==> src/design/sfs_pkg.sv <==
// Shared types and constants of the sprite frame sequencer.
// Command codes, field widths, queue entry and divider handshake structs.
// No dependencies.
package sfs_pkg;

  localparam int MAX_FRAMES_DEF = 256;

  localparam int MODE_W   = 3;
  localparam int TSTEP_W  = 16;
  localparam int FRAME_W  = 8;
  localparam int NEWF_W   = 16;
  localparam int ACC_W    = 24;
  localparam int DUR_W    = 16;
  localparam int PIX_W    = 12;
  localparam int CNT_W    = 9;
  localparam int POS_W    = 20;

  localparam int IN_TDATA_W  = 48;
  localparam int OUT_TDATA_W = 56;

  localparam int CFG_IDX_W  = 3;
  localparam int CFG_DATA_W = 16;

  localparam logic [CFG_IDX_W-1:0] CFG_FRAME_WIDTH    = 3'd0;
  localparam logic [CFG_IDX_W-1:0] CFG_FRAME_HEIGHT   = 3'd1;
  localparam logic [CFG_IDX_W-1:0] CFG_TOTAL_FRAMES   = 3'd2;
  localparam logic [CFG_IDX_W-1:0] CFG_SHEET_COLUMNS  = 3'd3;
  localparam logic [CFG_IDX_W-1:0] CFG_FRAME_DURATION = 3'd4;

  localparam logic [MODE_W-1:0] MODE_TICK  = 3'd0;
  localparam logic [MODE_W-1:0] MODE_PLAY  = 3'd1;
  localparam logic [MODE_W-1:0] MODE_RESET = 3'd2;
  localparam logic [MODE_W-1:0] MODE_SET   = 3'd3;
  localparam logic [MODE_W-1:0] MODE_PREV  = 3'd4;
  localparam logic [MODE_W-1:0] MODE_NEXT  = 3'd5;

  typedef logic [2:0] op_t;
  localparam op_t OP_TICK  = 3'd0;
  localparam op_t OP_PLAY  = 3'd1;
  localparam op_t OP_RESET = 3'd2;
  localparam op_t OP_SET   = 3'd3;
  localparam op_t OP_PREV  = 3'd4;
  localparam op_t OP_NEXT  = 3'd5;
  localparam op_t OP_NOP   = 3'd6;

  typedef struct packed {
    op_t                op;
    logic [TSTEP_W-1:0] time_step;
    logic [FRAME_W-1:0] range_start;
    logic [FRAME_W-1:0] range_end;
    logic [NEWF_W-1:0]  new_frame;
  } cmd_t;

  localparam int CMD_FIFO_DEPTH = 2;

  localparam int DIVIDEND_W       = 16;
  localparam int SHORT_DIVIDEND_W = 8;
  localparam int DIVISOR_W        = 9;
  localparam int DIV_STEPS        = 2;

  typedef struct packed {
    logic                  start;
    logic                  short_op;
    logic [DIVIDEND_W-1:0] dividend;
    logic [DIVISOR_W-1:0]  divisor;
  } div_req_t;

  typedef struct packed {
    logic                  busy;
    logic                  done;
    logic [DIVIDEND_W-1:0] quotient;
    logic [DIVISOR_W-1:0]  remainder;
  } div_rsp_t;

endpackage

==> src/design/sfs_front.sv <==
// Front end: accepts stream transactions and classifies the mode into a command.
// Depends on sfs_pkg; feeds sfs_cmd_fifo.
module sfs_front
  import sfs_pkg::*;
(
  input  logic                  in_tvalid,
  output logic                  in_tready,
  // [15:0] time_step, [23:16] range_start, [31:24] range_end, [47:32] new_frame
  input  logic [IN_TDATA_W-1:0] in_tdata,
  // [2:0] mode
  input  logic [MODE_W-1:0]     in_tuser,
  input  logic                  fifo_full,
  output logic                  push,
  output cmd_t                  cmd
);

  assign in_tready = !fifo_full;
  assign push      = in_tvalid && !fifo_full;

  always_comb begin
    cmd.time_step   = in_tdata[15:0];
    cmd.range_start = in_tdata[23:16];
    cmd.range_end   = in_tdata[31:24];
    cmd.new_frame   = in_tdata[47:32];
    unique case (in_tuser)
      MODE_TICK:  cmd.op = OP_TICK;
      MODE_PLAY:  cmd.op = OP_PLAY;
      MODE_RESET: cmd.op = OP_RESET;
      MODE_SET:   cmd.op = OP_SET;
      MODE_PREV:  cmd.op = OP_PREV;
      MODE_NEXT:  cmd.op = OP_NEXT;
      default:    cmd.op = OP_NOP;
    endcase
  end

endmodule

==> src/design/sfs_cmd_fifo.sv <==
// Short command queue between front end and executor.
// Depends on sfs_pkg (cmd_t, CMD_FIFO_DEPTH).
module sfs_cmd_fifo
  import sfs_pkg::*;
(
  input  logic clk,
  input  logic rst_n,
  input  logic push,
  input  cmd_t cmd_in,
  output logic full,
  input  logic pop,
  output logic valid,
  output cmd_t cmd_out
);

  localparam int PTR_W = (CMD_FIFO_DEPTH > 1) ? $clog2(CMD_FIFO_DEPTH) : 1;
  localparam int CNT_W = $clog2(CMD_FIFO_DEPTH + 1);
  localparam logic [PTR_W-1:0] LAST_PTR = PTR_W'(CMD_FIFO_DEPTH - 1);
  localparam logic [CNT_W-1:0] FULL_CNT = CNT_W'(CMD_FIFO_DEPTH);

  cmd_t             mem_r [CMD_FIFO_DEPTH];
  logic [PTR_W-1:0] wr_ptr_r;
  logic [PTR_W-1:0] rd_ptr_r;
  logic [CNT_W-1:0] count_r;
  logic             do_push;
  logic             do_pop;

  assign full    = (count_r == FULL_CNT);
  assign valid   = (count_r != '0);
  assign do_push = push && !full;
  assign do_pop  = pop && valid;
  assign cmd_out = mem_r[rd_ptr_r];

  always_ff @(posedge clk) begin
    if (!rst_n) begin
      wr_ptr_r <= '0;
      rd_ptr_r <= '0;
      count_r  <= '0;
    end else begin
      if (do_push) begin
        wr_ptr_r <= (wr_ptr_r == LAST_PTR) ? '0 : wr_ptr_r + 1'b1;
      end
      if (do_pop) begin
        rd_ptr_r <= (rd_ptr_r == LAST_PTR) ? '0 : rd_ptr_r + 1'b1;
      end
      if (do_push && !do_pop) begin
        count_r <= count_r + 1'b1;
      end else if (do_pop && !do_push) begin
        count_r <= count_r - 1'b1;
      end
    end
  end

  always_ff @(posedge clk) begin
    if (do_push) begin
      mem_r[wr_ptr_r] <= cmd_in;
    end
  end

endmodule

==> src/design/sfs_div.sv <==
// Restoring divider, DIV_STEPS quotient bits per cycle, long or short dividend.
// Depends on sfs_pkg (div_req_t, div_rsp_t, widths).
module sfs_div
  import sfs_pkg::*;
(
  input  logic     clk,
  input  logic     rst_n,
  input  div_req_t req,
  output div_rsp_t rsp
);

  localparam int LONG_ITERS  = DIVIDEND_W / DIV_STEPS;
  localparam int SHORT_ITERS = SHORT_DIVIDEND_W / DIV_STEPS;
  localparam int ITER_W      = (LONG_ITERS > 1) ? $clog2(LONG_ITERS) : 1;

  logic                  busy_r;
  logic                  done_r;
  logic [ITER_W-1:0]     cnt_r;
  logic [DIVISOR_W-1:0]  rem_r;
  logic [DIVIDEND_W-1:0] q_r;
  logic [DIVISOR_W-1:0]  divisor_r;
  logic [DIVISOR_W-1:0]  rem_step;
  logic [DIVIDEND_W-1:0] q_step;

  always_comb begin
    logic [DIVISOR_W:0] trial;
    rem_step = rem_r;
    q_step   = q_r;
    for (int k = 0; k < DIV_STEPS; k++) begin
      trial  = {rem_step, q_step[DIVIDEND_W-1]};
      q_step = {q_step[DIVIDEND_W-2:0], 1'b0};
      if (trial >= {1'b0, divisor_r}) begin
        trial     = trial - {1'b0, divisor_r};
        q_step[0] = 1'b1;
      end
      rem_step = trial[DIVISOR_W-1:0];
    end
  end

  always_ff @(posedge clk) begin
    if (!rst_n) begin
      busy_r <= 1'b0;
      done_r <= 1'b0;
      cnt_r  <= '0;
    end else begin
      done_r <= 1'b0;
      if (req.start) begin
        busy_r <= 1'b1;
        cnt_r  <= req.short_op ? ITER_W'(SHORT_ITERS - 1) : ITER_W'(LONG_ITERS - 1);
      end else if (busy_r) begin
        cnt_r <= cnt_r - 1'b1;
        if (cnt_r == '0) begin
          busy_r <= 1'b0;
          done_r <= 1'b1;
        end
      end
    end
  end

  always_ff @(posedge clk) begin
    if (req.start) begin
      rem_r     <= '0;
      q_r       <= req.dividend;
      divisor_r <= req.divisor;
    end else if (busy_r) begin
      rem_r <= rem_step;
      q_r   <= q_step;
    end
  end

  assign rsp.busy      = busy_r;
  assign rsp.done      = done_r;
  assign rsp.quotient  = q_r;
  assign rsp.remainder = rem_r;

endmodule

==> src/design/sfs_back.sv <==
// Executor: configuration, animation state, frame update and sheet position.
// Depends on sfs_pkg; uses sfs_div through div_req/div_rsp, drives the output register.
module sfs_back
  import sfs_pkg::*;
#(
  parameter int MAX_FRAMES = MAX_FRAMES_DEF
) (
  input  logic                   clk,
  input  logic                   rst_n,
  input  logic                   cfg_we,
  input  logic [CFG_IDX_W-1:0]   cfg_index,
  input  logic [CFG_DATA_W-1:0]  cfg_wdata,
  input  logic                   cmd_valid,
  input  cmd_t                   cmd,
  output logic                   cmd_pop,
  output div_req_t               div_req,
  input  div_rsp_t               div_rsp,
  output logic                   out_tvalid,
  input  logic                   out_tready,
  output logic [OUT_TDATA_W-1:0] out_tdata
);

  localparam logic [2:0] ST_IDLE      = 3'd0;
  localparam logic [2:0] ST_TICK      = 3'd1;
  localparam logic [2:0] ST_MOD_WAIT  = 3'd2;
  localparam logic [2:0] ST_POS_START = 3'd3;
  localparam logic [2:0] ST_POS_WAIT  = 3'd4;
  localparam logic [2:0] ST_MUL       = 3'd5;
  localparam logic [2:0] ST_OUT       = 3'd6;

  localparam logic [CNT_W-1:0] TOT_CAP = CNT_W'(MAX_FRAMES);
  localparam logic [ACC_W-1:0] ACC_MAX = '1;
  localparam int OUT_PAD = OUT_TDATA_W - (FRAME_W + 1 + 2 * POS_W);

  logic [2:0]         state_r;
  logic [PIX_W-1:0]   fw_r;
  logic [PIX_W-1:0]   fh_r;
  logic [CNT_W-1:0]   total_r;
  logic [CNT_W-1:0]   cols_r;
  logic [DUR_W-1:0]   dur_r;
  logic [FRAME_W-1:0] cf_r;
  logic [ACC_W-1:0]   acc_r;
  logic               active_r;
  logic [FRAME_W-1:0] start_r;
  logic [FRAME_W-1:0] end_r;
  logic [FRAME_W-1:0] col_r;
  logic [FRAME_W-1:0] row_r;
  logic [POS_W-1:0]   x_r;
  logic [POS_W-1:0]   y_r;
  logic               out_valid_r;
  logic [FRAME_W-1:0] out_frame_r;
  logic               out_play_r;
  logic [POS_W-1:0]   out_x_r;
  logic [POS_W-1:0]   out_y_r;

  logic [CNT_W-1:0]   tot;
  logic [CNT_W-1:0]   cols;
  logic [ACC_W:0]     acc_sum;
  logic [ACC_W-1:0]   acc_sat;
  logic [CNT_W-1:0]   cf_inc;
  logic [CNT_W-1:0]   tot_dec;
  logic               out_load;

  always_comb begin
    if (total_r == '0) begin
      tot = CNT_W'(1);
    end else if (32'(total_r) > MAX_FRAMES) begin
      tot = TOT_CAP;
    end else begin
      tot = total_r;
    end
  end

  assign cols     = (cols_r == '0) ? CNT_W'(1) : cols_r;
  assign acc_sum  = {1'b0, acc_r} + (ACC_W + 1)'(cmd.time_step);
  assign acc_sat  = acc_sum[ACC_W] ? ACC_MAX : acc_sum[ACC_W-1:0];
  assign cf_inc   = {1'b0, cf_r} + CNT_W'(1);
  assign tot_dec  = tot - CNT_W'(1);
  assign cmd_pop  = (state_r == ST_IDLE) && cmd_valid;
  assign out_load = (state_r == ST_OUT) && (!out_valid_r || out_tready);

  always_comb begin
    div_req.start    = 1'b0;
    div_req.short_op = 1'b0;
    div_req.dividend = DIVIDEND_W'(cmd.new_frame);
    div_req.divisor  = tot;
    if (state_r == ST_POS_START) begin
      div_req.start    = 1'b1;
      div_req.short_op = 1'b1;
      div_req.dividend = {cf_r, {(DIVIDEND_W - FRAME_W){1'b0}}};
      div_req.divisor  = cols;
    end else if (cmd_pop && (cmd.op == OP_SET || cmd.op == OP_NEXT)) begin
      div_req.start = 1'b1;
      if (cmd.op == OP_NEXT) begin
        div_req.dividend = DIVIDEND_W'(cf_inc);
      end
    end
  end

  always_ff @(posedge clk) begin
    if (!rst_n) begin
      state_r     <= ST_IDLE;
      fw_r        <= '0;
      fh_r        <= '0;
      total_r     <= CNT_W'(1);
      cols_r      <= CNT_W'(1);
      dur_r       <= DUR_W'(410);
      cf_r        <= '0;
      acc_r       <= '0;
      active_r    <= 1'b0;
      start_r     <= '0;
      end_r       <= '0;
      out_valid_r <= 1'b0;
    end else begin
      if (out_tready) begin
        out_valid_r <= 1'b0;
      end
      unique case (state_r)
        ST_IDLE: begin
          if (cmd_valid) begin
            state_r <= ST_POS_START;
            unique case (cmd.op)
              OP_TICK: begin
                if (active_r) begin
                  acc_r   <= acc_sat;
                  state_r <= ST_TICK;
                end
              end
              OP_PLAY: begin
                if (!active_r) begin
                  start_r  <= cmd.range_start;
                  end_r    <= cmd.range_end;
                  cf_r     <= cmd.range_start;
                  acc_r    <= '0;
                  active_r <= 1'b1;
                end
              end
              OP_RESET: begin
                cf_r  <= '0;
                acc_r <= '0;
              end
              OP_SET, OP_NEXT: state_r <= ST_MOD_WAIT;
              OP_PREV: begin
                cf_r <= (cf_r == '0) ? tot_dec[FRAME_W-1:0] : cf_r - 1'b1;
              end
              default: ;
            endcase
          end
        end
        ST_TICK: begin
          if (acc_r >= ACC_W'(dur_r)) begin
            acc_r <= acc_r - ACC_W'(dur_r);
            if (cf_inc > {1'b0, end_r}) begin
              cf_r     <= start_r;
              active_r <= 1'b0;
            end else begin
              cf_r <= cf_inc[FRAME_W-1:0];
            end
          end
          state_r <= ST_POS_START;
        end
        ST_MOD_WAIT: begin
          if (div_rsp.done) begin
            cf_r    <= div_rsp.remainder[FRAME_W-1:0];
            state_r <= ST_POS_START;
          end
        end
        ST_POS_START: state_r <= ST_POS_WAIT;
        ST_POS_WAIT: begin
          if (div_rsp.done) begin
            state_r <= ST_MUL;
          end
        end
        ST_MUL: state_r <= ST_OUT;
        ST_OUT: begin
          if (out_load) begin
            out_valid_r <= 1'b1;
            state_r     <= ST_IDLE;
          end
        end
        default: state_r <= ST_IDLE;
      endcase

      if (cfg_we) begin
        unique case (cfg_index)
          CFG_FRAME_WIDTH:    fw_r    <= cfg_wdata[PIX_W-1:0];
          CFG_FRAME_HEIGHT:   fh_r    <= cfg_wdata[PIX_W-1:0];
          CFG_TOTAL_FRAMES:   total_r <= cfg_wdata[CNT_W-1:0];
          CFG_SHEET_COLUMNS:  cols_r  <= cfg_wdata[CNT_W-1:0];
          CFG_FRAME_DURATION: dur_r   <= cfg_wdata[DUR_W-1:0];
          default: ;
        endcase
        if (cfg_index <= CFG_FRAME_DURATION) begin
          cf_r  <= '0;
          acc_r <= '0;
        end
      end
    end
  end

  always_ff @(posedge clk) begin
    if (state_r == ST_POS_WAIT && div_rsp.done) begin
      col_r <= div_rsp.remainder[FRAME_W-1:0];
      row_r <= div_rsp.quotient[FRAME_W-1:0];
    end
    if (state_r == ST_MUL) begin
      x_r <= POS_W'(col_r) * POS_W'(fw_r);
      y_r <= POS_W'(row_r) * POS_W'(fh_r);
    end
    if (out_load) begin
      out_frame_r <= cf_r;
      out_play_r  <= active_r;
      out_x_r     <= x_r;
      out_y_r     <= y_r;
    end
  end

  assign out_tvalid = out_valid_r;
  assign out_tdata  = {{OUT_PAD{1'b0}}, out_y_r, out_x_r, out_play_r, out_frame_r};

endmodule

==> src/design/sprite_frame_sequencer.sv <==
// Sprite-sheet frame sequencer: one result transaction per command transaction.
// From queue entry to output register: set and next commands first take a modulo by
// frame count, active tick commands pass the accumulator check, then every command takes
// row and column by sheet columns in the shared two-bit-per-cycle divider and a multiply.
// A two-entry command queue takes new commands while one executes or a result waits.
// Synchronous active-low reset: empty queue, no result pending, reset register values.
module sprite_frame_sequencer
  import sfs_pkg::*;
#(
  parameter int MAX_FRAMES = MAX_FRAMES_DEF
) (
  input  logic                   clk,
  input  logic                   rst_n,
  input  logic                   cfg_we,
  input  logic [CFG_IDX_W-1:0]   cfg_index,
  input  logic [CFG_DATA_W-1:0]  cfg_wdata,
  input  logic                   in_tvalid,
  output logic                   in_tready,
  // [15:0] time_step, [23:16] range_start, [31:24] range_end, [47:32] new_frame
  input  logic [IN_TDATA_W-1:0]  in_tdata,
  // [2:0] mode
  input  logic [MODE_W-1:0]      in_tuser,
  output logic                   out_tvalid,
  input  logic                   out_tready,
  // [7:0] frame_index, [8] is_playing, [28:9] source_x, [48:29] source_y, rest zero
  output logic [OUT_TDATA_W-1:0] out_tdata
);

  logic     fifo_full;
  logic     push;
  cmd_t     cmd_in;
  logic     cmd_valid;
  cmd_t     cmd_out;
  logic     cmd_pop;
  div_req_t div_req;
  div_rsp_t div_rsp;

  sfs_front u_front (
    .in_tvalid (in_tvalid),
    .in_tready (in_tready),
    .in_tdata  (in_tdata),
    .in_tuser  (in_tuser),
    .fifo_full (fifo_full),
    .push      (push),
    .cmd       (cmd_in)
  );

  sfs_cmd_fifo u_fifo (
    .clk     (clk),
    .rst_n   (rst_n),
    .push    (push),
    .cmd_in  (cmd_in),
    .full    (fifo_full),
    .pop     (cmd_pop),
    .valid   (cmd_valid),
    .cmd_out (cmd_out)
  );

  sfs_div u_div (
    .clk   (clk),
    .rst_n (rst_n),
    .req   (div_req),
    .rsp   (div_rsp)
  );

  sfs_back #(
    .MAX_FRAMES (MAX_FRAMES)
  ) u_back (
    .clk        (clk),
    .rst_n      (rst_n),
    .cfg_we     (cfg_we),
    .cfg_index  (cfg_index),
    .cfg_wdata  (cfg_wdata),
    .cmd_valid  (cmd_valid),
    .cmd        (cmd_out),
    .cmd_pop    (cmd_pop),
    .div_req    (div_req),
    .div_rsp    (div_rsp),
    .out_tvalid (out_tvalid),
    .out_tready (out_tready),
    .out_tdata  (out_tdata)
  );

  a_pop_needs_entry: assert property (@(posedge clk) disable iff (!rst_n)
    cmd_pop |-> cmd_valid)
    else $error("command popped from empty queue");

  a_div_start_idle: assert property (@(posedge clk) disable iff (!rst_n)
    div_req.start |-> !div_rsp.busy)
    else $error("divider restarted while busy");

  a_div_done_pulse: assert property (@(posedge clk) disable iff (!rst_n)
    div_rsp.done |=> !div_rsp.done)
    else $error("divider done held for more than one cycle");

  a_reset_clears_out: assert property (@(posedge clk)
    !rst_n |=> !out_tvalid)
    else $error("result valid after reset");

endmodule
==> config.mk <==
export PLATFORM = sky130hd
export DESIGN_NAME = sprite_frame_sequencer
export DESIGN_NICKNAME = d
export VERILOG_FILES = /design/src/design/sfs_pkg.sv /design/src/design/sfs_front.sv /design/src/design/sfs_cmd_fifo.sv /design/src/design/sfs_div.sv /design/src/design/sfs_back.sv /design/src/design/sprite_frame_sequencer.sv
export SDC_FILE = /design/constraint.sdc
export NUM_CORES = 1
export LEC_CHECK = 0
export BUFFER_PORTS_ARGS = -buffer_cell sky130_fd_sc_hd__buf_4
export CAP_MARGIN = 20
export CORE_MARGIN = 2
export CORE_UTILIZATION = 28
export CTS_CLUSTER_DIAMETER = 50
export CTS_CLUSTER_SIZE = 8
export DETAILED_ROUTE_END_ITERATION = 6
export GPL_ROUTABILITY_DRIVEN = 0
export SLEW_MARGIN = 20
export SYNTH_ARGS = -nofsm -noshare
export SYNTH_HDL_FRONTEND = slang
export SYNTH_HIERARCHICAL = 1
export SYNTH_SLANG_ARGS = --single-unit
==> constraint.sdc <==
create_clock -name clk -period 6 [get_ports clk]
set_clock_uncertainty 0.15 [all_clocks]
set_input_delay 1.2 -clock clk [delete_from_list [all_inputs] [get_ports clk]]
set_output_delay 1.2 -clock clk [all_outputs]
set_load 0.05 [all_outputs]
**Word level (Yosys, flattened, before mapping)**

Memory sizes are Yosys's and may differ from the RTL's. A register that Yosys moved wholly into a read port is not among the register bits.
Cells that the tools add are included.

- Add/subtract/negate cells: 12
- $mul: 2
- Div/mod/pow operators: 0
- Magnitude comparators: 6
- Equal/unequal tests: 28
- Shift operators: 0
- Multiplexer cells: 66
- Bitwise logic cells: 3
- Reduce and logical (&&, ||, !) cells: 37

Operator list:

| cell | number |
|---|---|
| 2-to-1 mux 24 bit | 7 |
| 2-to-1 mux 16 bit | 5 |
| case mux 24 bit (3 select lines) | 1 |
| 2-to-1 mux 8 bit | 8 |
| 2-to-1 mux 9 bit | 6 |
| case mux 24 bit (2 select lines) | 1 |
| case mux 8 bit (3 select lines) | 2 |
| multiplier 8 x 12 -> 20 bit | 2 |
| adder 24 x 16 -> 25 bit | 1 |
| equality test 3 x 2 -> 1 bit, second input constant | 8 |
| equality test 3 bit, second input constant | 8 |
| greater-or-equal comparator 24 x 16 -> 1 bit | 1 |
| subtractor 24 x 16 -> 24 bit | 1 |
| 2-to-1 mux 1 bit | 22 |
| 2-to-1 mux 3 bit | 7 |
| case mux 3 bit (7 select lines) | 1 |
| greater-or-equal comparator 10 x 9 -> 1 bit | 2 |
| zero test 9 bit | 2 |
| case mux 3 bit (6 select lines) | 1 |
| subtractor 9 bit | 2 |
| subtractor 8 x 1 -> 8 bit, second input constant | 2 |
| zero test 3 bit | 5 |
| equality test 3 x 1 -> 1 bit, second input constant | 4 |
| AND reduction 2 bit | 5 |
| other kinds (24) | 50 |

- Flip-flop bits (word level): 259
- Bits in latches: 0
- Bits in writable memories: 102
- Bits in read-only memories: 0
- Input port bits: 75
- Output and inout port bits: 58
- Word-level logic and storage cells: 184
- Memories kept: 1

Memories:

| memory | words | bits a word | read ports | clocked after memory_dff | write ports | line | source |
|---|---|---|---|---|---|---|---|
| u_fifo.mem_r | 2 | 51 | 1 | 1 | 1 | sfs_cmd_fifo.sv:21 | `cmd_t mem_r [CMD_FIFO_DEPTH];` |

**Depth between registers and ports, before layout**

Gate-level depths: netlist of run 1.

- Word-level depth: 10
- Gate-level depth with buffers: 19
- Depth with buffers taken out: 18

**Modules after synthesis**

The synthesis of run 1 kept the hierarchy.

By module, submodules not included:

| module | times used | cells an instance | area each (um^2) | seq. area each (um^2) |
|---|---|---|---|---|
| sfs_back | 1 | 1948 | 17531.8 | 5375.2 |
| sfs_cmd_fifo | 1 | 184 | 3903.7 | 3163.0 |
| sfs_div | 1 | 234 | 2509.9 | 1031.0 |
| sfs_front | 1 | 53 | 385.4 | 0.0 |

**Least setup slack after synthesis of run 1**

OpenSTA, ideal clock, no wires.

- Kind: register -> register
- Start point: register u_back.row_r[7]
- End point: register u_back.y_r[18], data pin
- Arrival time: 4602 ps
- Required time: 5592 ps
- Path slack: 990 ps
- Stages on the path, launching flop included: 17
- Path buffers: 1
- Period minus slack after synthesis: 5010 ps
- Cells stage by stage: edfxtp_1 > clkbuf_1 > nand2_1 > fa_1 > fa_1 > inv_1 > fa_1 > inv_1 > fa_1 > inv_1 > ha_1 > o311ai_0 > o21ai_0 > o41ai_1 > o2111ai_1 > a21oi_1 > xnor2_1

- Cells in the longest elaborated chain, start to end: 1

Ends and longest elaborated chain:

| item | line | source |
|---|---|---|
| start: declaration | sfs_back.sv:47 | `logic [FRAME_W-1:0] row_r;` |
| start signal: assignment | sfs_back.sv:204 | `row_r <= div_rsp.quotient[FRAME_W-1:0];` |
| multiplier 8 x 12 -> 20 bit | sfs_back.sv:208 | `y_r <= POS_W'(row_r) * POS_W'(fh_r);` |
| end signal: assignment | sfs_back.sv:208 |  |
| end: declaration | sfs_back.sv:49 | `logic [POS_W-1:0] y_r;` |

No other way between the ends.
A chain may end at the register's enable or synchronous reset.

**Final worst setup path of run 1**

- Start point: register u_back.col_r[4]
- End point: register u_back.x_r[18], data pin

- Cells in the longest elaborated chain, start to end: 1

Ends and longest elaborated chain:

| item | line | source |
|---|---|---|
| start: declaration | sfs_back.sv:46 | `logic [FRAME_W-1:0] col_r;` |
| start signal: assignment | sfs_back.sv:203 | `col_r <= div_rsp.remainder[FRAME_W-1:0];` |
| multiplier 8 x 12 -> 20 bit | sfs_back.sv:207 | `x_r <= POS_W'(col_r) * POS_W'(fw_r);` |
| end signal: assignment | sfs_back.sv:207 |  |
| end: declaration | sfs_back.sv:48 | `logic [POS_W-1:0] x_r;` |

No other way between the ends.

==> reports/results.ini, run 1 <==
[timing]
fmax_ghz=0.183
setup_slack_ns=0.526
fin_tns_setup_ns=0
finalCriticalPeriod_ns=5.47
finalMaxSlewViolations=0
tightest_slew_ns=1.15
relSlewSlack_pct=22.9
period_share_pct=91.2
rsz0062_at_grt=no
hold_viol=0
setup-violations-final=0

[clocking]
numClockSinks=362
cts_tree=built
clock_path_buffers=3
cts-htree-levels=2
cts_buffers=58
insertion_delay_ns=0.64
cts_setup_buffers=0
cts_root_buffer=clkbuf_16
clk_pin_slew_ns=0.05
post_cts_resized=0
postCtsHoldBufs=0

[floorplanning]
core_sq_mm=0.0865
die_area_sq_mm=0.0892
pin_count=133
die_h_microns=299
die_x_microns=299
floorplan.initialDensity_pct=28.1
rows=108

[routing]
top_layer=met5
routed_via_density=4.66
wl_met1_microns=27400
final_antenna_net_count=0
via_count=17124
drtIter0Drc=1132
dr_wl_met2_microns=27900
met3RoutedLength_microns=3130
wl_per_cell_microns=16.3
wl_microns=59800
drc=0
drt-pass1-iter-count=7

[setup_path]
slowest_delay_ns=0.58
crit_slowest_cell=o41ai_1
cp-start-kind=register
cp_num_buf_inv=2
cp.required_ns=6.18
crit_chain=and2_1, fa_1, fa_1, inv_1, fa_1, fa_1, inv_1, ha_1, o21ai_0, nor2_1, o41ai_1, o21ai_0, o41ai_1, o2111ai_1, a21oi_1, xnor2_1
crit_top_cell=fa_1
cp-end-kind=register
critical_path_class=register to register
arrival_ns=5.65
crit_family=adder cells
path_max_fanout=12

[global_route]
grt_max_degree=64
grt_pass1_vias=16597
antenna_found_initial=4
grtUsageTotal_pct=13.3
grt.overflow.total=0
grt_pass1_wl_microns=95000

[placement]
pre_cts_ws_ns=0.494
io_buffers=125
post-dp-hpwl_microns=44700

[pwr]
power_mw=8.99
powerDensity_mw_per_mm2=322
vdd_drop_max_v=0.000249
leakage_nw=11.3

[finish]
area_growth_pct=14.7
drive_above_1_share_pct=13.5
nets=2811
utilization_pct=32.3

[hold_path]
hp-class=register to register

[synthesis]
ys_warn_count=6
synthesis.area_sq_mm=0.0243
netlist_instances=2418
syn_avg_cell_area_sq_um=10.1

[run_status]
status=complete, no violations

[flow_run]
drv_cap=0

[sequential cells by signal, indices dropped and copies added, names as in the netlist, 12 cells and up, named ones only]
name and cells:
u_back/acc_r 24, u_back/dur_r 16, u_back/fh_r 12, u_back/fw_r 12
u_back/out_x_r 20, u_back/out_y_r 20, u_back/x_r 20, u_back/y_r 20
u_div/q_r 16, u_fifo/mem_r 102
[placed cells by master (no fill, tap or decap), drive strengths merged, types with 34 or more instances in the layout]
master	instances
a21boi	78
a21oi	92
and2	178
buf	146
clkbuf	95
dfxtp	130
edfxtp	232
fa	124
ha	144
inv	225
mux2	78
nand2	298
nand3	43
nor2	100
o21ai	69
xnor2	41
xor2	34
[per-stage QoR]
step	area (sq um)	cells	hold slack (ns)
floorplan	24300	2424	0.250
global placement	26100	3562	0.253
detailed placement	26100	3562	0.255
CTS	27900	3671	0.264
global route	27900	3675	0.271
finish	27900	3675	0.252
[path summary, 6_finish.rpt]
path / from / to / slack [ns] / cells past startpoint
hold reg to reg: u_back/y_r[19] / u_back/out_y_r[19] / 0.25 / 0
setup / recovery: u_back/col_r[4] / u_back/x_r[18] / 0.53 / 16
setup reg to reg: u_back/col_r[4] / u_back/x_r[18] / 0.53 / 16
hold / removal: u_back/y_r[19] / u_back/out_y_r[19] / 0.25 / 0
[power breakdown]
part	internal, mW	switching [mW]
logic	1.09	1.59
clock network	1.90	1.19
registers	3.00	0.216
[final cells by class]
type / instances / area (sq um)
fill: 8980 / 58600
multi-input combinational: 1677 / 13100
sequential: 362 / 9570
clock buffer: 95 / 1670
tap: 1155 / 1450
timing repair buffer: 146 / 1100
inverter: 223 / 837
clock inverter: 14 / 149
antenna: 3 / 7.51
[routing by layer]
layer	GRT usage (%)	vias up
met5	0	-
met4	4.06	2
met3	2.41	81
met2	21.6	400
met1	18.1	8222
li1	-	8419
No activity file was read; power rests on OpenSTA's default activity.
==> run 2: changes to the inputs <==
--- a/config.mk
+++ b/config.mk
@@ -8,7 +8,7 @@
 export BUFFER_PORTS_ARGS = -buffer_cell sky130_fd_sc_hd__buf_4
 export CAP_MARGIN = 20
 export CORE_MARGIN = 2
-export CORE_UTILIZATION = 28
+export CORE_UTILIZATION = 35
 export CTS_CLUSTER_DIAMETER = 50
 export CTS_CLUSTER_SIZE = 8
 export DETAILED_ROUTE_END_ITERATION = 6
==> run 2 against run 1 <==
- cell count down 6.4%
- sequential cell count unchanged
- wire length down 2.3%
- setup slack worse by 0.17 ns
- critical path depth down 1
- worst hold slack better by 0.0078 ns
- cell area down 1.2%
- critical endpoint is now u_back/y_r[18]
- highest routed layer is now met4
==> reports/results.ini, run 2 (synthesis gave the netlist of run 1 again) <==
[hold_path]
hp-class=register to register

[global_route]
grt_pass1_wl_microns=93400
grt.overflow.total=0
grtUsageTotal_pct=16.3
grt_pass1_vias=17429
grt_max_degree=92
antenna_found_initial=1

[pwr]
vdd_drop_max_v=0.000260
p_sw_share_pct=33.4
powerDensity_mw_per_mm2=326
seqPwrFrac_pct=36.1
switchingPower_mw=3.00
combPwrFrac_pct=29.4
intPower_mw=5.98
leakage_nw=11.2
clockPowerShare_pct=34.5
power_mw=8.98

[setup_path]
critical_path_class=register to register
ff2ff_setup_slack_ns=0.35
path_max_fanout=12
worstSetupEndpoint=u_back/y_r[18]
arrival_ns=5.87
cp.required_ns=6.22
cp-end-kind=register
crit-reg2reg-launch=u_back/row_r[4]
cp-start-kind=register
r2r_end=u_back/y_r[18]
worstRegToRegCells=15
crit_start=u_back/row_r[4]

[finish]
utilization_pct=40.1
fin_area_sq_mm=0.0276
finalNonFillerCells=3440
area_growth_pct=13.3
seq_area_sq_mm=0.00957
reg.largest.list=u_fifo/mem_r: 102 flops, u_back/acc_r: 24 flops
final_common_cell=nand2_1
drive_above_1_share_pct=13.3
nets=2803
mostFrequentLayoutCells=nand2_1 (297), edfxtp_1 (232), inv_1 (221)
largest_reg_flops=102
n_fill_cell=6723
max_flop_register=u_fifo/mem_r
multi_input_area_sq_mm=0.0131

[clocking]
cts_tree=built
cts-htree-levels=2
postCtsHoldBufs=0
post_cts_resized=0
insertion_delay_ns=0.64
numClockSinks=362
clock_path_buffers=3
clk_pin_slew_ns=0.05
cts_buffers=59
cts_root_buffer=clkbuf_16
cts_setup_buffers=0

[placement]
placed_cell_area_sq_mm=0.0257
post-dp-hpwl_microns=43600
dp_cells=3329
pre_cts_ws_ns=0.373
io_buffers=125

[routing]
met3RoutedLength_microns=2690
dr_wl_met2_microns=28600
drtIter0Drc=1217
wl_met1_microns=25700
routed_via_density=5.06
top_layer=met4
drt-pass1-iter-count=6
wl_per_cell_microns=17.0
wl_microns=58400
final_antenna_net_count=0
drc=0
via_count=17391

[floorplanning]
core_sq_mm=0.0687
die_h_microns=268
die_area_sq_mm=0.0716
pin_count=133
rows=96
die_x_microns=268
floorplan.initialDensity_pct=35.4

[timing]
tightest_slew_ns=1.07
period_share_pct=94.1
fmax_ghz=0.177
finalCriticalPeriod_ns=5.65
holdWs_ns=0.260
fin_tns_setup_ns=0
hold_viol=0
relSlewSlack_pct=28.9
setup-violations-final=0
rsz0062_at_grt=no
setup_slack_ns=0.355
finalMaxSlewViolations=0

[run_status]
status=complete, no violations

[flow_run]
drv_cap=0

## run 2: cell types whose count changed in the layout (fill, tap and decap cells not counted), moves of 2 or more
cell and delta:
clkinv_2 -3, a31oi_1 -2, a31oi_2 +2, buf_4 -9, clkinvlp_4 +2, diode_2 -2
## run 2: metal layers
layer / track usage, % / up-vias
met3: 2.33 / 97
met1: 21.0 / 8413
met4: 5.01 / 0
met2: 28.1 / 480
li1: - / 8401
met5: 0 / -
## run 2: worst max-delay path: stages, from the launching register on
cell and delay, ns:
edfxtp_1 0.58, nand2_1 0.15, fa_1 0.51, fa_1 0.50
inv_1 0.06, fa_1 0.52, inv_1 0.05, fa_1 0.52
inv_1 0.05, ha_1 0.34, o311ai_0 0.51, o21ai_0 0.26
o41ai_1 0.68, o2111ai_1 0.21, a21oi_1 0.21, xnor2_1 0.08
## run 2: final cells by class
class	count	area share, %
diodes	1	0.00908
clock buffers	95	6.14
clock inverters	14	0.467
inverters	223	3.04
multi-input cells	1677	47.7
flip-flops and latches	362	34.7
well taps	931	4.23
repair buffers	137	3.74
## run 2: power by group through the flow
stage | Clock (mW) | Combinational [mW] | Sequential (mW)
6_report | 3.10 | 2.64 | 3.24
5_1_grt | 3.29 | 2.90 | 3.27
4_1_cts | 3.19 | 2.61 | 3.25
3_5_place_dp | 0 | 2.60 | 3.29
3_3_place_gp | 0 | 2.51 | 3.28
2_1_floorplan | 0 | 2.07 | 3.15
## run 2: worst min-delay path by stage
stage / cells past startpoint / from / endpoint / slack [ns]
2_1_floorplan: 0 / u_back/x_r[0] / u_back/out_x_r[0] / 0.25
3_3_place_gp: 0 / u_back/x_r[14] / u_back/out_x_r[14] / 0.25
3_5_place_dp: 0 / u_back/x_r[14] / u_back/out_x_r[14] / 0.25
4_1_cts: 0 / u_back/y_r[3] / u_back/out_y_r[3] / 0.26
5_1_grt: 0 / u_back/y_r[3] / u_back/out_y_r[3] / 0.27
6_report: 0 / u_back/y_r[3] / u_back/out_y_r[3] / 0.26
